**src/svpc_pkg.sv**
```systemverilog
package svpc_pkg;

   localparam int VB = 16;
   localparam int FB = 16;
   localparam int PW = 16;
   localparam int KW = VB + 18;
   localparam int NW = VB + FB + 5;
   localparam int DW = NW - 1;
   localparam int RW = DW + 3;
   localparam int QW = FB + 2;
   localparam int TW = FB + 7;
   localparam int MW = TW - 1 + PW;

   localparam logic [17:0] SQRT3_Q = 18'd113512;
   localparam logic [PW-1:0] PERIOD_RESET = 16'd5000;

   localparam logic [2:0] SECTOR_1 = 3'd1;
   localparam logic [2:0] SECTOR_2 = 3'd2;
   localparam logic [2:0] SECTOR_3 = 3'd3;
   localparam logic [2:0] SECTOR_4 = 3'd4;
   localparam logic [2:0] SECTOR_5 = 3'd5;
   localparam logic [2:0] SECTOR_6 = 3'd6;

   localparam logic [2:0] SIGN_110 = 3'd1;
   localparam logic [2:0] SIGN_260 = 3'd2;
   localparam logic [2:0] SIGN_220 = 3'd4;
   localparam logic [2:0] SIGN_170 = 3'd5;
   localparam logic [2:0] SIGN_290 = 3'd6;

   typedef struct packed {
      logic signed [VB-1:0] volt_alpha;
      logic signed [VB-1:0] volt_beta;
      logic [VB-1:0]        bus_voltage;
   } req_type;

   typedef struct packed {
      logic [PW-1:0] cmp_a;
      logic [PW-1:0] cmp_b;
      logic [PW-1:0] cmp_c;
      logic [2:0]    sector;
      logic          overmodulated;
      logic          bus_fault;
   } rsp_type;

   typedef struct packed {
      logic [RW-1:0] rem1;
      logic [RW-1:0] rem2;
      logic [RW-1:0] dd;
      logic [QW-1:0] q1;
      logic [QW-1:0] q2;
      logic          neg1;
      logic          neg2;
      logic          sat1;
      logic          sat2;
      logic [2:0]    sector;
      logic          om;
      logic          fault;
   } div_type;

   function automatic logic [2:0] sector_of(input logic [2:0] code);
      logic [2:0] s;
      unique case (code)
         SIGN_110: s = SECTOR_2;
         SIGN_260: s = SECTOR_6;
         SIGN_220: s = SECTOR_4;
         SIGN_170: s = SECTOR_3;
         SIGN_290: s = SECTOR_5;
         default:  s = SECTOR_1;
      endcase
      return s;
   endfunction

endpackage

```
**src/svpc_back.sv**
```systemverilog
module svpc_back
   import svpc_pkg::*;
(
   input  logic          clock,
   input  logic          reset,
   input  logic [PW-1:0] period,
   input  logic          in_valid,
   output logic          in_ready,
   input  div_type       in_data,
   output logic          out_valid,
   input  logic          out_ready,
   output rsp_type       out_data
);

   localparam logic signed [TW-1:0] T_ONE = TW'(1 << FB);
   localparam logic [TW-1:0]        T_SAT = TW'(1 << (FB + 2));

   logic ve_ff, vf_ff, vg_ff;
   logic rdy_e, rdy_f, rdy_g;

   // stage e: phase times
   logic [TW-1:0]        qf1, qf2;
   logic signed [TW-1:0] t1, t2, ta, tb, tc;
   logic signed [TW-1:0] pa_in, pb_in, pc_in, pa_ff, pb_ff, pc_ff;
   logic [2:0]           sec_e_ff, sec_f_ff;
   logic                 om_e_ff, fault_e_ff, om_f_ff, fault_f_ff;

   // stage f: scale by period
   logic [MW-1:0] ma_in, mb_in, mc_in, ma_ff, mb_ff, mc_ff;

   // stage g: shift, clamp, fault select
   logic [MW-FB-2:0] va, vb, vc;
   rsp_type          rsp_in, rsp_ff;

   assign rdy_g    = !vg_ff || out_ready;
   assign rdy_f    = !vf_ff || rdy_g;
   assign rdy_e    = !ve_ff || rdy_f;
   assign in_ready = rdy_e;

   always_comb begin
      qf1 = in_data.sat1 ? T_SAT : TW'(in_data.q1);
      qf2 = in_data.sat2 ? T_SAT : TW'(in_data.q2);
      t1  = in_data.neg1 ? -signed'(qf1) : signed'(qf1);
      t2  = in_data.neg2 ? -signed'(qf2) : signed'(qf2);
      ta  = T_ONE - t1 - t2;
      tb  = ta + (t1 <<< 1);
      tc  = tb + (t2 <<< 1);
      unique case (in_data.sector)
         SECTOR_1: begin pa_in = ta; pb_in = tb; pc_in = tc; end
         SECTOR_2: begin pa_in = tb; pb_in = ta; pc_in = tc; end
         SECTOR_3: begin pa_in = tc; pb_in = ta; pc_in = tb; end
         SECTOR_4: begin pa_in = tc; pb_in = tb; pc_in = ta; end
         SECTOR_5: begin pa_in = tb; pb_in = tc; pc_in = ta; end
         default:  begin pa_in = ta; pb_in = tc; pc_in = tb; end
      endcase
   end

   always_comb begin
      ma_in = (pa_ff > 0) ? MW'(pa_ff[TW-2:0]) * MW'(period) : '0;
      mb_in = (pb_ff > 0) ? MW'(pb_ff[TW-2:0]) * MW'(period) : '0;
      mc_in = (pc_ff > 0) ? MW'(pc_ff[TW-2:0]) * MW'(period) : '0;
   end

   always_comb begin
      va = ma_ff[MW-1:FB+1];
      vb = mb_ff[MW-1:FB+1];
      vc = mc_ff[MW-1:FB+1];
      if (fault_f_ff) begin
         rsp_in.cmp_a = period >> 1;
         rsp_in.cmp_b = period >> 1;
         rsp_in.cmp_c = period >> 1;
      end else begin
         rsp_in.cmp_a = (va > (MW-FB-1)'(period)) ? period : va[PW-1:0];
         rsp_in.cmp_b = (vb > (MW-FB-1)'(period)) ? period : vb[PW-1:0];
         rsp_in.cmp_c = (vc > (MW-FB-1)'(period)) ? period : vc[PW-1:0];
      end
      rsp_in.sector        = sec_f_ff;
      rsp_in.overmodulated = om_f_ff;
      rsp_in.bus_fault     = fault_f_ff;
   end

   always_ff @(posedge clock) begin
      if (reset) begin
         ve_ff <= 1'b0;
         vf_ff <= 1'b0;
         vg_ff <= 1'b0;
      end else begin
         if (rdy_e) ve_ff <= in_valid;
         if (rdy_f) vf_ff <= ve_ff;
         if (rdy_g) vg_ff <= vf_ff;
      end
   end

   always_ff @(posedge clock) begin
      if (rdy_e && in_valid) begin
         pa_ff      <= pa_in;
         pb_ff      <= pb_in;
         pc_ff      <= pc_in;
         sec_e_ff   <= in_data.sector;
         om_e_ff    <= in_data.om;
         fault_e_ff <= in_data.fault;
      end
      if (rdy_f && ve_ff) begin
         ma_ff      <= ma_in;
         mb_ff      <= mb_in;
         mc_ff      <= mc_in;
         sec_f_ff   <= sec_e_ff;
         om_f_ff    <= om_e_ff;
         fault_f_ff <= fault_e_ff;
      end
      if (rdy_g && vf_ff) begin
         rsp_ff <= rsp_in;
      end
   end

   assign out_valid = vg_ff;
   assign out_data  = rsp_ff;

endmodule

```
**config.mk**
```make
export PLATFORM = sky130hd
export DESIGN_NAME = svpc_back
export DESIGN_NICKNAME = d
export VERILOG_FILES = /design/src/svpc_pkg.sv /design/src/svpc_back.sv
export SDC_FILE = /design/constraint.sdc
export NUM_CORES = 2
export LEC_CHECK = 0
export BUFFER_PORTS_ARGS = -buffer_cell sky130_fd_sc_hd__buf_4
export CORE_AREA = 2 2 366 368
export DETAILED_ROUTE_END_ITERATION = 10
export DIE_AREA = 0 0 368 370
export PLACE_DENSITY = 0.53
export SYNTH_ARGS = -nofsm -noshare
export SYNTH_HDL_FRONTEND = slang
export SYNTH_SLANG_ARGS = --single-unit
```
**constraint.sdc**
```tcl
create_clock -name clock -period 20.2 [get_ports clock]
set_input_delay 3.03 -clock clock [delete_from_list [all_inputs] [get_ports clock]]
set_output_delay 3.03 -clock clock [all_outputs]
set_load 0.02 [all_outputs]
```
==> flow_summary.yaml <==
grt:
  grtUsageTotal_pct: 20.4
  grt_pass1_wl_mm: 214
  antenna_found_initial: 4
  grt_pass1_vias: 36600
  grt_start_max_net_pins: 73
  overflow: 0
clock_tree:
  ctsHoldBuffers: 0
  ctsHtreeMaxLevel: 4
  clk_latency_ns: 0.50
  clkTransAtPathRegs_ns: 0.08
  cts_resized: 0
  numCtsBuffers: 17
  cts_buffer_depth: 2
  cts_setup_buffers: 0
  root_buffer: "clkbuf_16"
  cts_tree: "yes"
  cts.sinks: 196
synthesis:
  synth_top_cell_by_area: "fa_1"
  synthTopCellsByArea: "fa_1, edfxtp_1, ha_1"
  synth_top_area_share_pct: 36.4
  ys.flop_type: "edfxtp_1"
  synth_area_per_cell_sq_um: 9.02
  async_flop_share_pct: 0
  synthCells: 5083
  synth_edf_count: 193
  syn_nets: 6534
  synth_cell_types: 86
  syn-cell-area_sq_um: 45900
  yosysSeqAreaShare_pct: 12.8
  synth_seq_cells: 196
  synth_warnings: 0
place:
  io_buffers: 119
  dpl.hpwl_mm: 102
  routabilityCongestion: 0.871
floorplanning:
  die_h_um: 370
  die_w_um: 368
  rows: 134
  core_sq_um: 132000
  initial_core_util_pct: 34.6
  die_area_sq_um: 136000
  io_pins: 237
min_path:
  hp-class: "reg2reg"
worst_setup_path:
  cp.required_ns: 20.43
  crit_arrival_ns: 12.34
  start_kind: "primary input"
  cp_slowest_cell: "a2111oi_0"
  crit_path_max_incr_delay_ns: 0.62
  crit_type: "in2reg"
  end_kind: "register"
  cp_max_fo: 32
layout:
  syn_to_final_growth_pct: 7.05
  final_cell_mix: "inv_1, fa_1, nand2_1"
  fin_util_pct: 37.1
  final_common_cell: "inv_1"
  register_area_sq_um: 5860
  num-fill-cells: 13600
  drive_above_1_share_pct: 5.15
  fin_nets: 6465
  multiInputGateArea_sq_um: 35600
route:
  finalWirelength_mm: 135
  num_vias: 34800
  wl_per_cell_um: 19.9
  drtIter0Drc: 2089
  drcViolationCount: 0
  drt-pass1-iter-count: 6
  ant_nets: 0
  vias_per_cell: 5.12
sta:
  fmax_mhz: 82.6
  finalSetupTns_ns: 0
  holdWs_ns: 0.427
  rsz0062_at_grt: "no"
  finalSetupViolCount: 0
  period_share_pct: 60.0
  final_hold_viol_count: 0
  clock_skew_ns: 0.0172
  fin_crit_ns: 12.11
  tightestPinTransition_ns: 1.26
  slew_headroom_pct: 15.9
  maxSlewViolCount: 0
status:
  outcome: "finished, final reports clean"
run:
  maxCapViolCount: 0
==> logic make-up (layout without fill, tap and decap cells) <==
logic type      count (synthesis)  count (layout)  synth area share [%]
simple gates                 1592            1592                  16.3
fa+ha+maj                    1274            1274                  48.4
buf+inv                      1199            1143                  9.82
compound gates                658             658                  9.50
flops                         196             196                  12.8
xor+xnor                      157             157                  3.06
mux                             7               7                 0.155
other cells                     0               1                     0
==> cell type report <==
cell class / instances / share of cell area, %
Multi-Input combinational cell: 3688 / 72.5
Sequential cell: 196 / 11.9
Inverter: 935 / 7.15
Tap cell: 1768 / 4.51
Timing Repair Buffer: 176 / 2.69
Clock buffer: 18 / 0.874
Clock inverter: 14 / 0.367
Antenna cell: 1 / 0.00510
==> synthesized netlist by cell type, drive strengths merged (15+ instances only) <==
| library cell | n |
|---|---|
| a211oi | 19 |
| a21o | 68 |
| a21oi | 129 |
| a22oi | 32 |
| a31oi | 54 |
| and2 | 324 |
| clkbuf | 257 |
| edfxtp | 193 |
| fa | 834 |
| ha | 435 |
| inv | 934 |
| nand2 | 803 |
| nand2b | 28 |
| nand3 | 79 |
| nand4 | 17 |
| nor2 | 172 |
| nor2b | 25 |
| nor3 | 33 |
| nor4 | 21 |
| o21a | 42 |
| o21ai | 152 |
| o21bai | 28 |
| o221ai | 24 |
| o31ai | 15 |
| or2 | 17 |
| or3 | 19 |
| or4 | 17 |
| xnor2 | 92 |
| xor2 | 63 |
==> per-stage QoR <==
| step | instances | cell area, sq um | setup slack [ns] |
|---|---|---|---|
| 2_1_floorplan | 5083 | 45900 | 9.15 |
| 3_3_place_gp | 6763 | 48500 | 7.66 |
| 3_5_place_dp | 6763 | 48500 | 7.65 |
| 4_1_cts | 6795 | 49100 | 8.15 |
| 5_1_grt | 6796 | 49100 | 7.28 |
| 6_report | 6796 | 49100 | 8.09 |
==> layer usage <==
metal	wire length, um	up-vias	global-route usage (%)
li1	-	15900	-
met1	61200	17800	27.8
met2	62700	920	33.3
met3	7740	159	3.11
met4	3700	6	6.11
met5	34	-	0
==> flip-flops by register name, indices dropped and copies added, names as in the netlist, 3 cells and up <==
register and count:
out_data 53, pa_ff 23, pb_ff 22, pc_ff 22, ma_ff 21, mb_ff 21
mc_ff 21, sec_e_ff 3, sec_f_ff 3
==> critical path, delay by kind of cell <==
family / cells / cell delay (ns)
buffers and inverters: 4 / 0.60
AND/OR/NAND/NOR: 10 / 3.03
AO/OA/AOI/OAI: 15 / 3.30
XOR/XNOR: 4 / 1.02
adder cells (fa/ha/maj): 4 / 1.37
==> worst paths after layout <==
path,start,to,slack (ns),cells after the start
max,in_data[5],pc_ff[22],8.09,37
min,om_f_ff,out_data[1],0.43,0
max reg2reg,pa_ff[10],ma_ff[37],12.05,26
min reg2reg,om_f_ff,out_data[1],0.43,0
Power is left out: the tool's default activity adds up to more than one toggle a clock period on the data nets, which glitch-free logic cannot reach.
