## config.mk

```make
export PLATFORM = sky130hd
export DESIGN_NAME = svpc_front
export DESIGN_NICKNAME = d
export VERILOG_FILES = /design/src/svpc_pkg.sv /design/src/svpc_front.sv
export SDC_FILE = /design/constraint.sdc
export NUM_CORES = 2
export LEC_CHECK = 0
export ABC_CLOCK_PERIOD_IN_PS = 18740
export BUFFER_PORTS_ARGS = -buffer_cell sky130_fd_sc_hd__buf_4
export CAP_MARGIN = 20
export CORE_UTILIZATION = 40
export DETAILED_ROUTE_END_ITERATION = 6
export GPL_TIMING_DRIVEN = 0
export PLACE_DENSITY = 0.64
export SYNTH_ARGS = -nofsm -noshare
export SYNTH_HDL_FRONTEND = slang
export SYNTH_SLANG_ARGS = --single-unit
export TNS_END_PERCENT = 1
```

## constraint.sdc

```tcl
create_clock -name clock -period 18.74 [get_ports clock]
set_input_delay 2.811 -clock clock [delete_from_list [all_inputs] [get_ports clock]]
set_output_delay 2.811 -clock clock [all_outputs]
set_load 0.005 [all_outputs]
```

## src/svpc_pkg.sv

```systemverilog
package svpc_pkg;

   localparam int VB = 16;
   localparam int FB = 16;
   localparam int PW = 16;
   localparam int KW = VB + 18;
   localparam int NW = VB + FB + 5;
   localparam int DW = NW - 1;
   localparam int RW = DW + 3;
   localparam int QW = FB + 2;
   localparam int TW = FB + 7;
   localparam int MW = TW - 1 + PW;

   localparam logic [17:0] SQRT3_Q = 18'd113512;
   localparam logic [PW-1:0] PERIOD_RESET = 16'd5000;

   localparam logic [2:0] SECTOR_1 = 3'd1;
   localparam logic [2:0] SECTOR_2 = 3'd2;
   localparam logic [2:0] SECTOR_3 = 3'd3;
   localparam logic [2:0] SECTOR_4 = 3'd4;
   localparam logic [2:0] SECTOR_5 = 3'd5;
   localparam logic [2:0] SECTOR_6 = 3'd6;

   localparam logic [2:0] SIGN_110 = 3'd1;
   localparam logic [2:0] SIGN_260 = 3'd2;
   localparam logic [2:0] SIGN_220 = 3'd4;
   localparam logic [2:0] SIGN_170 = 3'd5;
   localparam logic [2:0] SIGN_290 = 3'd6;

   typedef struct packed {
      logic signed [VB-1:0] volt_alpha;
      logic signed [VB-1:0] volt_beta;
      logic [VB-1:0]        bus_voltage;
   } req_type;

   typedef struct packed {
      logic [PW-1:0] cmp_a;
      logic [PW-1:0] cmp_b;
      logic [PW-1:0] cmp_c;
      logic [2:0]    sector;
      logic          overmodulated;
      logic          bus_fault;
   } rsp_type;

   typedef struct packed {
      logic [RW-1:0] rem1;
      logic [RW-1:0] rem2;
      logic [RW-1:0] dd;
      logic [QW-1:0] q1;
      logic [QW-1:0] q2;
      logic          neg1;
      logic          neg2;
      logic          sat1;
      logic          sat2;
      logic [2:0]    sector;
      logic          om;
      logic          fault;
   } div_type;

   function automatic logic [2:0] sector_of(input logic [2:0] code);
      logic [2:0] s;
      unique case (code)
         SIGN_110: s = SECTOR_2;
         SIGN_260: s = SECTOR_6;
         SIGN_220: s = SECTOR_4;
         SIGN_170: s = SECTOR_3;
         SIGN_290: s = SECTOR_5;
         default:  s = SECTOR_1;
      endcase
      return s;
   endfunction

endpackage

```

## src/svpc_front.sv

```systemverilog
module svpc_front
   import svpc_pkg::*;
(
   input  logic    clock,
   input  logic    reset,
   input  logic    in_valid,
   output logic    in_ready,
   input  req_type in_data,
   output logic    out_valid,
   input  logic    out_ready,
   output div_type out_data
);

   localparam logic signed [KW-1:0] SQRT3_K = KW'(SQRT3_Q);

   logic va_ff, vb_ff, vc_ff, vd_ff;
   logic rdy_a, rdy_b, rdy_c, rdy_d;

   // stage a: sqrt3 products
   logic signed [VB-1:0] a_ff, b_ff;
   logic [VB-1:0]        udc_a_ff;
   logic signed [KW-1:0] kua_ff, kub_ff, kua_in, kub_in;

   // stage b: sector and dwell numerators
   logic signed [NW-1:0] a_w, b_w, kua_w, kub_w, ubs, a3, nx, ny, nz;
   logic signed [NW-1:0] n1_in, n2_in, n1_ff, n2_ff;
   logic [2:0]           code, sec_in, sec_b_ff;
   logic [VB-1:0]        udc_b_ff;

   // stage c: overmodulation test and denominator
   logic [DW-1:0]        d_w, den_in, den_ff;
   logic signed [NW-1:0] sum, n1c_ff, n2c_ff;
   logic                 fault_in, om_in, fault_ff, om_ff;
   logic [2:0]           sec_c_ff;

   // stage d: magnitudes and saturation
   logic [NW-1:0] m1, m2;
   logic [RW-1:0] den4;
   div_type       out_in, out_ff;

   assign rdy_d    = !vd_ff || out_ready;
   assign rdy_c    = !vc_ff || rdy_d;
   assign rdy_b    = !vb_ff || rdy_c;
   assign rdy_a    = !va_ff || rdy_b;
   assign in_ready = rdy_a;

   always_comb begin
      kua_in = KW'(in_data.volt_alpha) * SQRT3_K;
      kub_in = KW'(in_data.volt_beta) * SQRT3_K;
   end

   always_comb begin
      a_w    = NW'(a_ff);
      b_w    = NW'(b_ff);
      kua_w  = NW'(kua_ff);
      kub_w  = NW'(kub_ff);
      ubs    = b_w <<< FB;
      a3     = (a_w <<< FB) + (a_w <<< (FB + 1));
      nx     = kub_w <<< 1;
      ny     = kub_w + a3;
      nz     = kub_w - a3;
      code   = {(-kua_w - ubs) > 0, (kua_w - ubs) > 0, b_w >= 0};
      sec_in = sector_of(code);
      unique case (sec_in)
         SECTOR_1: begin n1_in = -nz; n2_in = nx;  end
         SECTOR_2: begin n1_in = nz;  n2_in = ny;  end
         SECTOR_3: begin n1_in = nx;  n2_in = -ny; end
         SECTOR_4: begin n1_in = -nx; n2_in = nz;  end
         SECTOR_5: begin n1_in = -ny; n2_in = -nz; end
         default:  begin n1_in = ny;  n2_in = -nx; end
      endcase
   end

   always_comb begin
      d_w      = DW'(udc_b_ff) << (FB + 1);
      sum      = n1_ff + n2_ff;
      fault_in = (udc_b_ff == '0);
      om_in    = !fault_in && (sum > signed'({1'b0, d_w}));
      den_in   = om_in ? DW'(sum) : d_w;
   end

   always_comb begin
      m1            = n1c_ff[NW-1] ? NW'(-n1c_ff) : NW'(n1c_ff);
      m2            = n2c_ff[NW-1] ? NW'(-n2c_ff) : NW'(n2c_ff);
      den4          = RW'(den_ff) << 2;
      out_in.rem1   = RW'(m1);
      out_in.rem2   = RW'(m2);
      out_in.dd     = RW'(den_ff) << 1;
      out_in.q1     = '0;
      out_in.q2     = '0;
      out_in.neg1   = n1c_ff[NW-1];
      out_in.neg2   = n2c_ff[NW-1];
      out_in.sat1   = RW'(m1) >= den4;
      out_in.sat2   = RW'(m2) >= den4;
      out_in.sector = sec_c_ff;
      out_in.om     = om_ff;
      out_in.fault  = fault_ff;
   end

   always_ff @(posedge clock) begin
      if (reset) begin
         va_ff <= 1'b0;
         vb_ff <= 1'b0;
         vc_ff <= 1'b0;
         vd_ff <= 1'b0;
      end else begin
         if (rdy_a) va_ff <= in_valid;
         if (rdy_b) vb_ff <= va_ff;
         if (rdy_c) vc_ff <= vb_ff;
         if (rdy_d) vd_ff <= vc_ff;
      end
   end

   always_ff @(posedge clock) begin
      if (rdy_a && in_valid) begin
         a_ff     <= in_data.volt_alpha;
         b_ff     <= in_data.volt_beta;
         udc_a_ff <= in_data.bus_voltage;
         kua_ff   <= kua_in;
         kub_ff   <= kub_in;
      end
      if (rdy_b && va_ff) begin
         n1_ff    <= n1_in;
         n2_ff    <= n2_in;
         sec_b_ff <= sec_in;
         udc_b_ff <= udc_a_ff;
      end
      if (rdy_c && vb_ff) begin
         n1c_ff   <= n1_ff;
         n2c_ff   <= n2_ff;
         den_ff   <= den_in;
         om_ff    <= om_in;
         fault_ff <= fault_in;
         sec_c_ff <= sec_b_ff;
      end
      if (rdy_d && vc_ff) begin
         out_ff <= out_in;
      end
   end

   assign out_valid = vd_ff;
   assign out_data  = out_ff;

endmodule

```

==> qor.txt <==
outcome = finished with violations
failing checks = design-rule violations
core footprint = 95600 µm²
EDFF count, synth = 409
htree depth = 2
asr flop ratio synth = 0%
Post-CTS Setup Bufs = 0
CTS sink cnt = 413
Syn. warnings = 0
commonest non-fill, non-tap cell in the layout = inv_1
Synth Area in Compound Gates = 15.2%
Layout area overhead = 12.6%
Starting Density = 40.6%
Critical Path End Type = flip-flop
Max Cap Viol = 0
nets = 4886
Worst-Skew Late Latency = 0.62 ns
multiplexer area fraction after synthesis = 0.949%
clock slew at reported path FFs = 0.06 ns
post-synthesis sequential area ratio = 31.9%
vias per cell = 5.45
Die Area = 98200 µm²
largest net degree at the start of global routing = 38
pre-CTS WS = 9.30 ns
Die X-Extent = 313 µm
Reg2Reg Depth = 22
Hold Path Class = flip-flop to flip-flop
vias in the first global route = 29.4k
Longest Clk Path Bufs = 3
first-pass GRT wire length = 169000 µm
Root Buffer Master = clkbuf_16
cell depth of the worst hold path = 0
GRT overflow = 0
initial DRC count = 2370
RSZ-0062 raised after global routing = no
Critical Path Start Type = primary input
clock period minus final worst setup slack = 8.90 ns
Global Route Usage Sum = 22.3%
cts bufs inserted = 48
Final Hold Fails = 0
commonest non-fill, non-tap cells in the layout = inv_1 (518), ha_1 (451), edfxtp_1 (409)
Slew @ Worst Pin = 1.12 ns
Avg WL per Cell = 20.4 µm
total iterations of the first detailed-routing run = 7
Synth Flop Type = edfxtp_1
Vias = 29.6k
PostCTS Resize Cnt = 0
Cell Rows = 113
Seq cells post-synth = 413
DR DRC count = 1
post-detail-place hpwl = 90500 µm
Setup violations, final = 0
Pins Over Slew Limit = 0
Fmax achieved = 0.112 GHz
Syn Area/Cell = 10.1 µm²
CP Class = primary input to flip-flop
IO Port Bufs = 163
Detail Route Antenna Nets = 0
Rel. slew slack = 24.9%
I/O pins = 216
Clock Skew = 0.0276 ns
synthesized netlist cell count = 3858
simple-gate share of the synthesized area = 11.5%
Mapped Area = 38800 µm²
# hold bufs at CTS = 0
Cell variety after synth = 104
largest family of logic cells by synthesized area = adder cells
TritonCTS clock tree = built
setup ws final = 9.84 ns
Max FO, Critical Path = 5
layout cells sized above 1 = 9.95%
CP required = 19.12 ns
crit share post-route = 47.5%
XOR/XNOR Fraction of Synth Area = 5.92%
Post-Route WL = 111000 µm
Worst EP arrival = 9.27 ns
gpl congestion = 0.988
die height = 313 µm
adder-cell share of the synthesized area = 27.3%
Fin Setup TNS = 0 ns
initial antenna violation count = 1
==> synthesized netlist by cell type, types with 25 or more instances <==
master / instances / area, µm²
nand4_1: 27 / 169
o21a_1: 36 / 270
o31ai_1: 29 / 218
o22ai_1: 25 / 156
nor3_1: 70 / 350
buf_4: 53 / 398
a211oi_1: 30 / 225
o21ai_0: 173 / 866
nand3_1: 59 / 295
fa_1: 247 / 4940
or4_1: 29 / 218
nand2_1: 206 / 773
o21bai_1: 37 / 278
a31oi_1: 29 / 181
edfxtp_1: 409 / 12300
xor2_1: 52 / 455
nor2b_1: 59 / 369
or2_2: 25 / 156
nor2_1: 195 / 732
nand2b_1: 41 / 257
inv_1: 518 / 1940
or3_1: 50 / 313
ha_1: 451 / 5640
xnor2_1: 210 / 1840
clkbuf_1: 83 / 312
a21oi_1: 254 / 1270
a21o_1: 66 / 495
==> path summary, 6_finish.rpt <==
check              startpoint     endpoint  slack, ns
hold / removal    sec_b_ff[2]  sec_c_ff[2]       0.42
hold reg to reg   sec_b_ff[2]  sec_c_ff[2]       0.42
setup / recovery  in_data[21]   kub_ff[32]       9.84
setup reg to reg     b_ff[15]     n2_ff[9]      10.67
==> layer usage <==
layer  global-route usage [%]  part of all wire (%)  vias up
met4                     9.01                   4.4        2
met2                     39.1                    49      982
met3                     2.96                   5.7      253
met5                        0                0.0063        -
li1                         -                     -    14200
met1                     27.5                    41    14300
==> per-stage QoR <==
stage	area, µm²	util, %	hold WS, ns	std cells
after CTS	43600	45.7	0.415	5437
after floorplan	39000	-	0.400	3909
after global routing	43600	45.7	0.422	5437
after global placement	41800	43.7	0.404	5337
after detailed placement	42100	44.0	0.405	5351
final	43600	45.7	0.416	5438
==> cell families (layout without fill, tap and decap cells) <==
kind of cell    Yosys count  count (layout)
other cells               1              53
compound gates          893             893
simple gates            873             873
buf+inv                 683             946
mux                      34              34
xor+xnor                262             262
flops                   413             413
fa+ha+maj               699             699
==> registers in the layout, summed over array words and instances (netlist names), 29 cells and up <==
name      flops
n1c_ff       34
n2_ff        34
kub_ff       29
den_ff       33
n1_ff        34
out_data    110
n2c_ff       34
kua_ff       29
==> area by class of cell <==
type,instances,area [µm²]
Antenna cell,1,2.50
Buffer,164,856
Clock buffer,58,1260
Clock inverter,28,302
Fill cell,9085,51900
Inverter,519,1950
Multi-Input combinational cell,2813,23800
Sequential cell,413,12400
Tap cell,1265,1580
Timing Repair Buffer,177,1490
==> worst max-delay path: stages <==
cell and delay (ns):
buf_4 0.15, ha_1 0.40, inv_1 0.09, fa_1 0.50, fa_1 0.53, fa_1 0.44, fa_1 0.54, inv_1 0.05
fa_1 0.47, ha_1 0.34, a21oi_1 0.22, o21ai_0 0.21, a41oi_1 0.35, nor4b_1 0.42, o31ai_1 0.19, o41ai_1 0.53
o21ai_0 0.33, a41o_1 0.31, a21oi_1 0.17, xnor2_1 0.24
Power is left out: the tool's default activity adds up to more than one toggle a clock period on the data nets, which glitch-free logic cannot reach.
