### config.mk
export PLATFORM = sky130hd
export DESIGN_NAME = svpc_div_step
export DESIGN_NICKNAME = d
export VERILOG_FILES = /design/src/svpc_pkg.sv /design/src/svpc_div_step.sv
export SDC_FILE = /design/constraint.sdc
export NUM_CORES = 1
export LEC_CHECK = 0
export BUFFER_PORTS_ARGS = -buffer_cell sky130_fd_sc_hd__buf_2
export CAP_MARGIN = 25
export CORE_MARGIN = 8
export CORE_UTILIZATION = 48
export CTS_BUF_LIST = sky130_fd_sc_hd__clkbuf_8
export DETAILED_ROUTE_END_ITERATION = 10
export PLACE_DENSITY = 0.79
export SLEW_MARGIN = 20
export SYNTH_ARGS = -nofsm -noshare
export SYNTH_HDL_FRONTEND = slang
export SYNTH_SLANG_ARGS = --single-unit
### constraint.sdc
create_clock -name clock -period 5.04 [get_ports clock]
set_input_delay 0.504 -clock clock [delete_from_list [all_inputs] [get_ports clock]]
set_output_delay 0.504 -clock clock [all_outputs]
set_load 0.05 [all_outputs]
### src/svpc_pkg.sv
package svpc_pkg;

   localparam int VB = 16;
   localparam int FB = 16;
   localparam int PW = 16;
   localparam int KW = VB + 18;
   localparam int NW = VB + FB + 5;
   localparam int DW = NW - 1;
   localparam int RW = DW + 3;
   localparam int QW = FB + 2;
   localparam int TW = FB + 7;
   localparam int MW = TW - 1 + PW;

   localparam logic [17:0] SQRT3_Q = 18'd113512;
   localparam logic [PW-1:0] PERIOD_RESET = 16'd5000;

   localparam logic [2:0] SECTOR_1 = 3'd1;
   localparam logic [2:0] SECTOR_2 = 3'd2;
   localparam logic [2:0] SECTOR_3 = 3'd3;
   localparam logic [2:0] SECTOR_4 = 3'd4;
   localparam logic [2:0] SECTOR_5 = 3'd5;
   localparam logic [2:0] SECTOR_6 = 3'd6;

   localparam logic [2:0] SIGN_110 = 3'd1;
   localparam logic [2:0] SIGN_260 = 3'd2;
   localparam logic [2:0] SIGN_220 = 3'd4;
   localparam logic [2:0] SIGN_170 = 3'd5;
   localparam logic [2:0] SIGN_290 = 3'd6;

   typedef struct packed {
      logic signed [VB-1:0] volt_alpha;
      logic signed [VB-1:0] volt_beta;
      logic [VB-1:0]        bus_voltage;
   } req_type;

   typedef struct packed {
      logic [PW-1:0] cmp_a;
      logic [PW-1:0] cmp_b;
      logic [PW-1:0] cmp_c;
      logic [2:0]    sector;
      logic          overmodulated;
      logic          bus_fault;
   } rsp_type;

   typedef struct packed {
      logic [RW-1:0] rem1;
      logic [RW-1:0] rem2;
      logic [RW-1:0] dd;
      logic [QW-1:0] q1;
      logic [QW-1:0] q2;
      logic          neg1;
      logic          neg2;
      logic          sat1;
      logic          sat2;
      logic [2:0]    sector;
      logic          om;
      logic          fault;
   } div_type;

   function automatic logic [2:0] sector_of(input logic [2:0] code);
      logic [2:0] s;
      unique case (code)
         SIGN_110: s = SECTOR_2;
         SIGN_260: s = SECTOR_6;
         SIGN_220: s = SECTOR_4;
         SIGN_170: s = SECTOR_3;
         SIGN_290: s = SECTOR_5;
         default:  s = SECTOR_1;
      endcase
      return s;
   endfunction

endpackage

### src/svpc_div_step.sv
module svpc_div_step
   import svpc_pkg::*;
(
   input  logic    clock,
   input  logic    reset,
   input  logic    in_valid,
   output logic    in_ready,
   input  div_type in_data,
   output logic    out_valid,
   input  logic    out_ready,
   output div_type out_data
);

   logic          v_ff;
   logic          ge1, ge2;
   logic [RW-1:0] rs1, rs2;
   div_type       d_in, d_ff;

   assign in_ready = !v_ff || out_ready;

   // one restoring quotient bit for each of the two dwell divisions
   always_comb begin
      ge1     = in_data.rem1 >= in_data.dd;
      ge2     = in_data.rem2 >= in_data.dd;
      rs1     = ge1 ? in_data.rem1 - in_data.dd : in_data.rem1;
      rs2     = ge2 ? in_data.rem2 - in_data.dd : in_data.rem2;
      d_in    = in_data;
      d_in.rem1 = rs1 << 1;
      d_in.rem2 = rs2 << 1;
      d_in.q1 = {in_data.q1[QW-2:0], ge1};
      d_in.q2 = {in_data.q2[QW-2:0], ge2};
   end

   always_ff @(posedge clock) begin
      if (reset) begin
         v_ff <= 1'b0;
      end else if (in_ready) begin
         v_ff <= in_valid;
      end
   end

   always_ff @(posedge clock) begin
      if (in_ready && in_valid) begin
         d_ff <= d_in;
      end
   end

   assign out_valid = v_ff;
   assign out_data  = d_ff;

endmodule

==> results of run 1 <==
layer usage:
metal	global-route usage	vias up
met2	0.381	357
met3	0.0731	38
met1	0.272	4019
met5	0	-
met4	0.0731	4
li1	-	4214
cell usage in the layout (no fill, tap or decap), drive strengths merged, types with 4 or more instances in the layout:
| cell | n |
|---|---|
| xnor2 | 30 |
| and2 | 6 |
| o211ai | 4 |
| nor2b | 10 |
| o21a | 11 |
| xor2 | 36 |
| diode | 4 |
| a21oi | 75 |
| nand2 | 121 |
| nor3 | 12 |
| a211oi | 7 |
| edfxtp | 160 |
| nand2b | 13 |
| a21o | 37 |
| nor4 | 6 |
| o31ai | 8 |
| o21ai | 106 |
| clkinv | 4 |
| ha | 78 |
| bufinv | 4 |
| and3 | 19 |
| mux2 | 4 |
| a31oi | 16 |
| nand4 | 13 |
| nand3 | 8 |
| buf | 330 |
| a221oi | 4 |
| clkbuf | 17 |
| inv | 65 |
| nor2 | 34 |
| a221o | 4 |
| o21bai | 10 |
metrics by stage:
step / worst slack (ns) / hold slack (ns) / instance area (sq um)
after floorplan: 1.55 / 0.573 / 10000
after global placement: 0.883 / 0.496 / 11900
after global routing: 1.13 / 0.159 / 12400
final: 1.21 / 0.180 / 12400
after detailed placement: 0.828 / 0.516 / 11900
after CTS: 1.34 / 0.155 / 12300
sequential cells by signal, indices dropped and copies added (netlist names):
signal	count
out_data	160
out_valid	1
kinds of logic after synthesis:
logic type,share of synthesized area
mux,0.00688
fa+ha+maj,0.102
compound gates,0.196
other cells,0.000375
simple gates,0.118
xor+xnor,0.0578
flops,0.483
buf+inv,0.0365
power breakdown:
group	internal (W)	switching (W)
Combinational	0.000411	0.000947
Sequential	0.00163	0.0000263
Clock	0.000558	0.000567
synth_stat cells (7+ instances only):
master	count	area, sq um
a21o_1	36	270
a21oi_1	73	365
a31oi_1	13	81.3
and3_1	19	119
buf_2	10	50.1
clkbuf_1	22	82.6
edfxtp_1	160	4800
ha_1	78	976
inv_1	58	218
nand2_1	121	454
nand2b_1	13	81.3
nand3_1	8	40.0
nand4_1	13	81.3
nor2_1	34	128
nor2b_1	10	62.6
nor3_1	12	60.1
o21a_1	11	82.6
o21ai_0	100	500
o21bai_1	10	75.1
o31ai_1	7	52.6
xnor2_1	30	263
xor2_1	36	315
worst min-delay path by stage:
stage,end,slack [ns]
final,out_valid,0.18
after detailed placement,out_valid,0.52
after global placement,out_valid,0.50
after global routing,out_valid,0.16
after floorplan,out_valid,0.57
after CTS,out_valid,0.16
cell type report:
class	count	area [sq um]	area share
clock inverters	15	224	0.0181
clock buffers	17	234	0.0189
flip-flops and latches	161	4820	0.390
repair buffers	330	1690	0.137
diodes	4	10.0	0.000810
multi-input cells	713	4820	0.390
inverters	58	218	0.0176
well taps	270	338	0.0273
==> summary.md, run 1 <==
| Metric | Value |
|---|---|
| Startpoint of the most critical register-to-register path | out_valid |
| Die Span Y | 160 microns |
| Synthesized instance count | 965 |
| Fmax achieved | 0.261 GHz |
| Routed length per instance | 19.2 microns |
| Cell Count Post-Placement | 1532 |
| Worst-path cell chain | buf_2, inv_1, ha_1, a2111o_1, o21ai_0, o21ai_1, a21oi_1, o221ai_1, a31oi_4, buf_12, o21ai_0 |
| Core area | 20400 sq um |
| Cell area power density | 334 nW/um^2 |
| Accumulated negative setup slack | 0 ns |
| Maximum buffer depth of the clock tree | 2 |
| #FFs+latches synth | 161 |
| Count of port buffers added during placement | 325 |
| Result of the run | completed |
| End of the critical path | out_data[135] |
| Family with the most delay on the worst path | compound AO/OA/AOI/OAI gates |
| Die width | 160 microns |
| Measured slew at the worst slew-check pin | 0.920 ns |
| Detailed Routing Iterations Pass 1 | 7 |
| Avg Vias per Cell | 5.51 |
| Cells resized by post-CTS repair | 0 |
| CTS tree | yes |
| Hold Crit Depth | 2 |
| Setup slack, reg-to-reg | 2.98 ns |
| CTS HTree Levels | 4 |
| Vias after detailed routing | 8632 |
| Warnings, synthesis | 0 |
| Worst supply voltage drop on vdd | 146 uV |
| Maximum net fanout on the critical path | 49 |
| Unrepaired setup endpoints after global routing | no |
| Initial core utilization | 0.491 |
| Clock-pin slew on the worst setup and hold paths | 0.09 ns |
| Number of enable flip-flop cells after synthesis | 160 |
| Data arrival at the endpoint of the critical path | 4.03 ns |
| Final core occ | 0.607 |
| Net count reported at finish | 1527 |
| Total power | 0.00413 W |
| Rows | 52 |
| Max-slew violation count | 0 |
| Critical Path End Type | flip-flop |
| Buffers plus inverters on the worst setup path | 3 |
| Slowest cell on the critical path | o21ai_0 |
| Clock sink count | 161 |
| Time the worst path needs with I/O delays and setup | 3.83 ns |
| Post-CTS Setup Inserts | 0 |
| Number of endpoints with negative hold slack in the final report | 0 |
| Overflow after GRT | 0 |
| CTS root buf | clkbuf_8 |
| Number of buffers added by the clock tree synthesis step | 17 |
| RD Place Congestion | 0.886 |
| P_leak | 5.60 nW |
| Largest net degree at the start of global routing | 67 |
| Count of unique library cells instantiated by Yosys | 61 |
| Most used flip-flop cell after synthesis | edfxtp_1 |
| Number of remaining DRC errors | 0 |
| Startpoint-to-endpoint class of the critical path | in2reg |
| Post-Syn Area | 10000 sq um |
| Share of post-route cells with drive strength above 1 | 0.294 |
| Path length in cells of the critical path | 11 |
| End of the worst register-to-register path | out_data[130] |
| Die area | 25700 sq um |
| Worst min-delay path class | in2reg |
| Clock network latency to the later pin of the worst-skew pair | 0.47 ns |
| Startpoint of the most critical hold path | reset |
| Number of fill cells | 1754 |
| GRT Total Usage | 0.227 |
| Post-route non-filler standard cell count | 1568 |
| Final Cycle Share | 0.760 |
| Dominant cell type by count on the critical path | o21ai_0 |
| Required time reported for the critical path endpoint | 5.23 ns |
| Sum of net half-perimeters after detailed placement | 24100 microns |
| Count of cells along the worst register-to-register path | 3 |
| Remaining antenna violation count | 0 |
| Number of failing setup endpoints in the final timing report | 0 |
| Max Cap Violations | 0 |
| Final wirelength | 30200 microns |
| Number of global-route vias before repair | 8465 |
| Mean Syn Cell Area | 10.4 sq um |
| Initial antenna violation count | 6 |
| Top routing layer in use | met5 |
| Slowest Stage Delay on Critical Path | 0.54 ns |
| Crit path from | in_data[51] |
| Async S/R FF share, synth | 0 |
| Hold-fix buffers at CTS | 0 |
| Worst slew margin relative to its limit | 0.386 |
| Routed wire length on met2 | 14700 microns |
| I/O Pins | 330 |
| Met3 Wirelength | 2490 microns |
| Sequential share of the synthesized area | 0.483 |
| Startpoint type of the worst setup path | input port |
| Global-route wire length before repair | 46100 microns |
| M1 wire length | 12400 microns |
| Number of design-rule violations left by the first detailed-router iteration | 558 |
| Setup clock skew after layout | 0.0126 ns |
| Area overhead of the layout relative to synthesis | 23.6% |
No activity file was read; power rests on OpenSTA's default activity.
==> run 2, diff against run 1 <==
==> constraint.sdc (replaced) <==
create_clock -name clock -period 3.12 [get_ports clock]
set_input_delay 0.312 -clock clock [delete_from_list [all_inputs] [get_ports clock]]
set_output_delay 0.312 -clock clock [all_outputs]
set_load 0.05 [all_outputs]
==> run 2 against run 1 <==
Net effect:
- cell area is 10% higher
- non-clock buffer count is 150 higher
- setup slack got worse by 0.99 ns
- global-route usage is 1.4 points higher
- power is 67% higher
- largest cell class unchanged
- sequential power increased by 62%
- utilization is 6.2 points higher
==> summary.md, run 2 (synthesized netlist as in run 1, its figures left out) <==
| Metric | Value |
|---|---|
| Number of failing setup endpoints in the final timing report | 0 (unchanged) |
| Global-route wire length before repair | 48900 microns (+6.0%) |
| Switching power of the nets | 0.00252 W (+63%) |
| Remaining antenna violation count | 0 (unchanged) |
| Maximum net fanout on the critical path | 12 (-76%) |
| Maximum buffer depth of the clock tree | 2 (unchanged) |
| End of the worst register-to-register path | out_data[83] |
| Die Span Y | 160 microns (unchanged) |
| Largest net degree at the start of global routing | 81 (+21%) |
| Unrepaired setup endpoints after global routing | no |
| Count of cells along the worst register-to-register path | 3 (unchanged) |
| Post-CTS Setup Inserts | 0 (unchanged) |
| Most common cell after layout, fill and taps aside | buf_2 |
| Most frequent cells in the layout | buf_2, edfxtp_1, nand2_1, buf_4, o21ai_0 |
| Internal power | 0.00438 W (+69%) |
| Area overhead of the layout relative to synthesis | 36.3% |
| Startpoint type of the worst setup path | input port |
| Result of the run | completed |
| Final wirelength | 32000 microns (+6.1%) |
| Number of fill cells | 1677 (-4.4%) |
| Clock-pin slew on the worst setup and hold paths | 0.09 ns (about the same) |
| Detailed Routing Iterations Pass 1 | 6 (-1) |
| Post-route non-filler standard cell count | 1717 (+9.5%) |
| Final std cell area, no fill | 13600 sq um (+10%) |
| Max FFs per register | 160 (unchanged) |
| Clk pwr share | 0.258 (-0.014) |
| Required time reported for the critical path endpoint | 3.38 ns (-1.85 ns) |
| P_leak | 6.31 nW (+13%) |
| Total area of multi-input combinational cells | 4820 sq um (about the same) |
| CTS tree | yes |
| Count of port buffers added during placement | 325 (unchanged) |
| Startpoint of the most critical hold path | in_data[12] |
| Number of remaining DRC errors | 0 (unchanged) |
| Setup slack, reg-to-reg | 1.62 ns (-1.36 ns) |
| Clock network latency to the later pin of the worst-skew pair | 0.46 ns (about the same) |
| CTS HTree Levels | 4 (unchanged) |
| Die width | 160 microns (unchanged) |
| Fmax achieved | 0.344 GHz |
| Number of buffers added by the clock tree synthesis step | 17 (unchanged) |
| Final Cycle Share | 0.931 |
| Data arrival at the endpoint of the critical path | 3.16 ns (-0.87 ns) |
| Worst slew margin relative to its limit | 0.667 (+0.281) |
| Vias after detailed routing | 9161 (+6.1%) |
| Max Cap Violations | 0 (unchanged) |
| Max-slew violation count | 0 (unchanged) |
| Initial core utilization | 0.491 (unchanged) |
| Rows | 52 (unchanged) |
| Hold Crit Depth | 1 (-1) |
| Area occupied by registers | 4820 sq um (unchanged) |
| I/O Pins | 330 (unchanged) |
| Avg Vias per Cell | 5.34 (-3.1%) |
| Routed length per instance | 18.6 microns (-3.1%) |
| Startpoint-to-endpoint class of the critical path | in2reg |
| Clock sink count | 161 (unchanged) |
| Accumulated negative setup slack | 0 ns (unchanged) |
| Number of global-route vias before repair | 9133 (+7.9%) |
| Critical Path End Type | flip-flop |
| Worst supply voltage drop on vdd | 273 uV (+87%) |
| RD Place Congestion | 0.918 (+3.6%) |
| Time the worst path needs with I/O delays and setup | 2.91 ns |
| Share of post-route cells with drive strength above 1 | 0.342 (+0.0472) |
| Die area | 25700 sq um (unchanged) |
| Number of endpoints with negative hold slack in the final report | 0 (unchanged) |
| Net count reported at finish | 1677 (+9.8%) |
| Measured slew at the worst slew-check pin | 0.495 ns (-0.426 ns) |
| Cell Count Post-Placement | 1643 (+7.2%) |
| Overflow after GRT | 0 (unchanged) |
| Placed Area | 12800 sq um (+7.4%) |
| Sequential group share of total power | 0.387 (-0.013) |
| CTS root buf | clkbuf_8 |
| Hold worst-path end | out_data[13] |
| Initial antenna violation count | 6 (unchanged) |
| Startpoint of the most critical register-to-register path | out_valid |
| Setup clock skew after layout | 0.0101 ns (-0.00249 ns) |
| Logic gate share of total power | 0.354 (+0.026) |
| GRT Total Usage | 0.241 (+0.0143) |
| Core area | 20400 sq um (unchanged) |
| Number of design-rule violations left by the first detailed-router iteration | 627 (+12%) |
| Sum of net half-perimeters after detailed placement | 25700 microns (+6.4%) |
| Worst hold slack | 0.0406 ns (-0.140 ns) |
| Cell area power density | 506 nW/um^2 (+51%) |
| Worst min-delay path class | in2reg |
| Switching power share of the total | 0.365 (-0.00792) |
-- run 2: cell types whose count changed in the layout (fill, tap and decap cells not counted), sizes merged --
| cell | change |
|---|---|
| dlygate4sd3 | +39 |
| clkinvlp | +1 |
| buf | +111 |
| clkinv | -3 |
| inv | +1 |
-- run 2: power groups by stage --
stage / clock, W / combinational [W] / sequential, W
after global placement: 0 / 0.00237 / 0.00272
after global routing: 0.00189 / 0.00263 / 0.00269
after CTS: 0.00182 / 0.00242 / 0.00267
final: 0.00178 / 0.00244 / 0.00267
after detailed placement: 0 / 0.00239 / 0.00272
after floorplan: 0 / 0.000966 / 0.00336
-- run 2: worst max path at each step --
stage                     start       endpoint  slack (ns)  cells past startpoint
floorplan           in_data[84]  out_data[119]        0.02                     13
global placement    in_data[49]  out_data[132]       -0.23                     13
detailed placement  in_data[51]  out_data[140]       -0.20                     13
CTS                 in_data[51]  out_data[140]        0.29                     13
global route        in_data[46]  out_data[159]        0.03                     15
finish              in_data[46]  out_data[129]        0.21                     13
-- run 2: cell type report --
class,count,share of cell area
Sequential cell,161,0.354
Inverter,58,0.0160
Antenna cell,4,0.000735
Multi-Input combinational cell,713,0.354
Clock inverter,14,0.0157
Clock buffer,17,0.0172
Tap cell,270,0.0248
Timing Repair Buffer,480,0.217
-- run 2: critical path: stages --
cell and delay (ns):
buf_2 0.09, inv_1 0.12, ha_1 0.33, nand2b_1 0.08, a21oi_1 0.26, o21ai_0 0.16, buf_4 0.17, o21ai_1 0.28
a21oi_1 0.18, o221ai_1 0.41, a31oi_4 0.22, buf_4 0.23, o31ai_1 0.31
-- run 2: metal layers --
| layer | wire (microns) | GRT usage | up-vias |
|---|---|---|---|
| li1 | - | - | 4506 |
| met1 | 13200 | 0.293 | 4275 |
| met2 | 15900 | 0.416 | 340 |
| met3 | 2330 | 0.0596 | 38 |
| met4 | 552 | 0.0731 | 2 |
| met5 | 11 | 0 | - |
-- run 2: repair_timing --
action,4_1_cts,5_1_grt
gates resized for setup,0,0
hold buffers,15,24
endpoints found under the hold margin,15,24
-- run 2: per-stage QoR --
step / setup WS (ns) / power (W) / util
2_1_floorplan: 0.0179 / 0.00433 / -
3_3_place_gp: -0.233 / 0.00509 / 0.627
3_5_place_dp: -0.200 / 0.00511 / 0.627
4_1_cts: 0.289 / 0.00691 / 0.657
5_1_grt: 0.0325 / 0.00721 / 0.669
6_report: 0.214 / 0.00690 / 0.669
==> run 3, diff against run 2 <==
--- a/config.mk
+++ b/config.mk
@@ -5,13 +5,16 @@
 export SDC_FILE = /design/constraint.sdc
 export NUM_CORES = 1
 export LEC_CHECK = 0
+export ABC_AREA = 1
 export BUFFER_PORTS_ARGS = -buffer_cell sky130_fd_sc_hd__buf_2
 export CAP_MARGIN = 25
+export CELL_PAD_IN_SITES_DETAIL_PLACEMENT = 0
+export CELL_PAD_IN_SITES_GLOBAL_PLACEMENT = 1
 export CORE_MARGIN = 8
-export CORE_UTILIZATION = 48
+export CORE_UTILIZATION = 35
 export CTS_BUF_LIST = sky130_fd_sc_hd__clkbuf_8
 export DETAILED_ROUTE_END_ITERATION = 10
-export PLACE_DENSITY = 0.79
+export PLACE_DENSITY_LB_ADDON = 0.1
 export SLEW_MARGIN = 20
 export SYNTH_ARGS = -nofsm -noshare
 export SYNTH_HDL_FRONTEND = slang
==> run 3 against run 2 <==
Net effect:
- die area increased by 60%
- power up 1.8%
- sequential power about the same
- via count is 32% higher
- register-to-register slack got worse by 0.11 ns
- clock-buffer cell count is the same
- wire length up 51%
- utilization down 21 points
==> summary.md, run 3 <==
| Metric | Value |
|---|---|
| Number of remaining DRC errors | 0 (unchanged) |
| Slowest Stage Delay on Critical Path | 0.52 ns (+0.11 ns) |
| Number of endpoints with negative hold slack in the final report | 0 (unchanged) |
| Critical Path End Type | flip-flop |
| CTS tree | yes |
| Warnings, synthesis | 0 (unchanged) |
| Slowest cell on the critical path | dlygate4sd3_1 |
| Fmax achieved | 0.355 GHz (+3.2%) |
| Worst Setup Slack post-DPL | 0.193 ns (+0.393 ns) |
| Final wirelength | 48400 microns (+51%) |
| Post-Syn Area | 12200 sq um (+23%) |
| Global-route wire length before repair | 73200 microns (+50%) |
| Clock sink count | 161 (unchanged) |
| Data arrival at the endpoint of the critical path | 3.06 ns (-0.10 ns) |
| Clock network latency to the later pin of the worst-skew pair | 0.50 ns (+0.04 ns) |
| Worst slew margin relative to its limit | 0.504 (-0.163) |
| Most frequent cells in the layout | nand2_1, buf_2, inv_1, edfxtp_1, nand3_1 |
| Mean Syn Cell Area | 7.28 sq um (-30%) |
| Clock-pin slew on the worst setup and hold paths | 0.09 ns (about the same) |
| Sequential group share of total power | 0.381 (-0.006) |
| Maximum net fanout on the critical path | 28 (+16) |
| Share of post-route cells with drive strength above 1 | 0.211 (-0.130) |
| #FFs+latches synth | 161 (unchanged) |
| Time the worst path needs with I/O delays and setup | 2.82 ns (-0.0902 ns) |
| Vias after detailed routing | 12103 (+32%) |
| Die Span Y | 203 microns (+27%) |
| I/O Pins | 330 (unchanged) |
| Overflow after GRT | 0 (unchanged) |
| Largest net degree at the start of global routing | 39 (-52%) |
| Routed length per instance | 18.7 microns (+0.53%) |
| CTS HTree Levels | 4 (unchanged) |
| Unrepaired setup endpoints after global routing | no |
| Number of design-rule violations left by the first detailed-router iteration | 689 (+9.9%) |
| GRT Total Usage | 0.233 (-0.00831) |
| Max Cap Violations | 0 (unchanged) |
| Detailed Routing Iterations Pass 1 | 5 (-1) |
| Core area | 34500 sq um (+70%) |
| Die area | 41200 sq um (+60%) |
| Initial core utilization | 0.355 (-0.136) |
| Count of port buffers added during placement | 325 (unchanged) |
| Worst supply voltage drop on vdd | 263 uV (-3.5%) |
| Most common cell after layout, fill and taps aside | nand2_1 |
| Required time reported for the critical path endpoint | 3.37 ns (about the same) |
| Number of buffers added by the clock tree synthesis step | 17 (unchanged) |
| Number of global-route vias before repair | 11960 (+31%) |
| Library cell with the largest summed area after synthesis | edfxtp_1 |
| Maximum buffer depth of the clock tree | 2 (unchanged) |
| Setup clock skew after layout | 0.0188 ns (+0.00872 ns) |
| Remaining antenna violation count | 0 (unchanged) |
| Async S/R FF share, synth | 0 (unchanged) |
| Final Cycle Share | 0.902 (-0.0289) |
| Measured slew at the worst slew-check pin | 0.744 ns (+0.249 ns) |
| RD Place Congestion | 0.873 (-5.0%) |
| Area fraction of the dominant cell type after synthesis | 0.392 (-0.0884) |
| Avg Vias per Cell | 4.69 (-12%) |
| Total power | 0.00702 W (+1.8%) |
| Rows | 68 (+31%) |
| Max FFs per register | 160 (unchanged) |
| Internal power | 0.00414 W (-5.4%) |
| Min setup slack post-route | 0.304 ns (+0.0902 ns) |
| Count of unique library cells instantiated by Yosys | 37 (-39%) |
| Max-slew violation count | 0 (unchanged) |
| Worst min-delay path class | in2reg |
| Biggest area contributors in the synthesized netlist | edfxtp_1, nand2_1, inv_1 |
| Initial antenna violation count | 4 (-2) |
| Switching power of the nets | 0.00288 W (+14%) |
| Ranking of synthesized cells by instance count | nand2_1, inv_1, edfxtp_1, nand3_1, nor2_1 |
| Most frequent cell after synthesis | nand2_1 |
| Most used flip-flop cell after synthesis | edfxtp_1 |
| Switching power share of the total | 0.410 (+0.0452) |
| Number of failing setup endpoints in the final timing report | 0 (unchanged) |
| Result of the run | completed |
| P_leak | 8.29 nW (+31%) |
| Accumulated negative setup slack | 0 ns (unchanged) |
| Worst-path cell chain | dlygate4sd3_1, buf_2, inv_1, buf_4, ha_1, nand2_2, inv_1, a21oi_1, nand2_1, a21oi_1, nand4_2, buf_12, nand3_1, nand2_1 |
| Net count reported at finish | 2359 (+41%) |
| Startpoint-to-endpoint class of the critical path | in2reg |
| Sum of net half-perimeters after detailed placement | 40700 microns (+59%) |
| Synthesized instance count | 1683 (+74%) |
| CTS root buf | clkbuf_8 |
| Logic gate share of total power | 0.388 (+0.034) |
| Sequential share of the synthesized area | 0.394 (-0.0887) |
| Area overhead of the layout relative to synthesis | 28.6% |
| Clk pwr share | 0.231 (-0.027) |
| Number of enable flip-flop cells after synthesis | 160 (unchanged) |
| Startpoint type of the worst setup path | input port |
| Cell area power density | 446 nW/um^2 (-12%) |
| Die width | 203 microns (+27%) |
-- run 3: critical path: cells and delay by family --
family | cells | cell delay (ns)
adder cells (fa/ha/maj) | 1 | 0.37
AND/OR/NAND/NOR | 5 | 0.77
AO/OA/AOI/OAI | 2 | 0.43
buffers and inverters | 6 | 1.18
-- run 3: timing repair --
item                                    4_1_cts  5_1_grt
endpoints found under the setup margin        0       24
endpoints found under the hold margin        72        0
resized for setup                             0        1
buffers inserted                              0        0
hold buffers                                 72        0
-- run 3: path summary, 6_finish.rpt --
path	slack (ns)	from	to	depth (start not counted)
max	0.30	in_data[75]	out_data[158]	14
min	0.04	in_data[50]	out_data[50]	1
max reg2reg	1.51	out_valid	out_data[158]	2
min reg2reg	0.54	out_valid	out_valid	2
-- run 3: area by class of cell --
| cell class | instances | area (sq um) |
|---|---|---|
| repair buffers | 432 | 2720 |
| clock buffers | 17 | 234 |
| fillers | 3620 | 18800 |
| flip-flops and latches | 161 | 4830 |
| inverters | 295 | 1110 |
| diodes | 2 | 5.00 |
| well taps | 455 | 569 |
| clock inverters | 15 | 158 |
| multi-input cells | 1206 | 6130 |
-- run 3: kinds of logic (layout without fill, tap and decap cells) --
group / after synthesis / in the layout / synth area share
simple gates: 1000 / 1000 / 0.348
buf+inv: 317 / 759 / 0.107
xor+xnor: 40 / 40 / 0.0286
fa+ha+maj: 80 / 80 / 0.0829
compound gates: 84 / 84 / 0.0386
other cells: 1 / 4 / 0.000306
flops: 161 / 161 / 0.394
-- run 3: routing by layer --
layer,GRT usage,up-vias,part of all wire
met5,0,-,0.00056
met2,0.366,445,0.43
li1,-,6192,-
met4,0.0557,4,0.015
met1,0.318,5430,0.47
met3,0.0564,32,0.078
-- run 3: per-stage QoR --
stage / cell area, sq um / hold WS, ns / instances / util
CTS: 15700 / 0.000937 / 2581 / 0.456
detailed placement: 14600 / 0.469 / 2477 / 0.424
global route: 15800 / 0.0119 / 2581 / 0.456
floorplan: 12300 / 0.371 / 1684 / -
finish: 15800 / 0.0413 / 2583 / 0.456
global placement: 14600 / 0.460 / 2477 / 0.424
-- run 3: power groups by stage --
stage                     Sequential (W)  Clock [W]  Combinational [W]
final                            0.00267    0.00162            0.00272
after global routing             0.00269    0.00174            0.00299
after CTS                        0.00267    0.00167            0.00274
after detailed placement         0.00272          0            0.00266
after global placement           0.00272          0            0.00265
after floorplan                  0.00338          0            0.00119
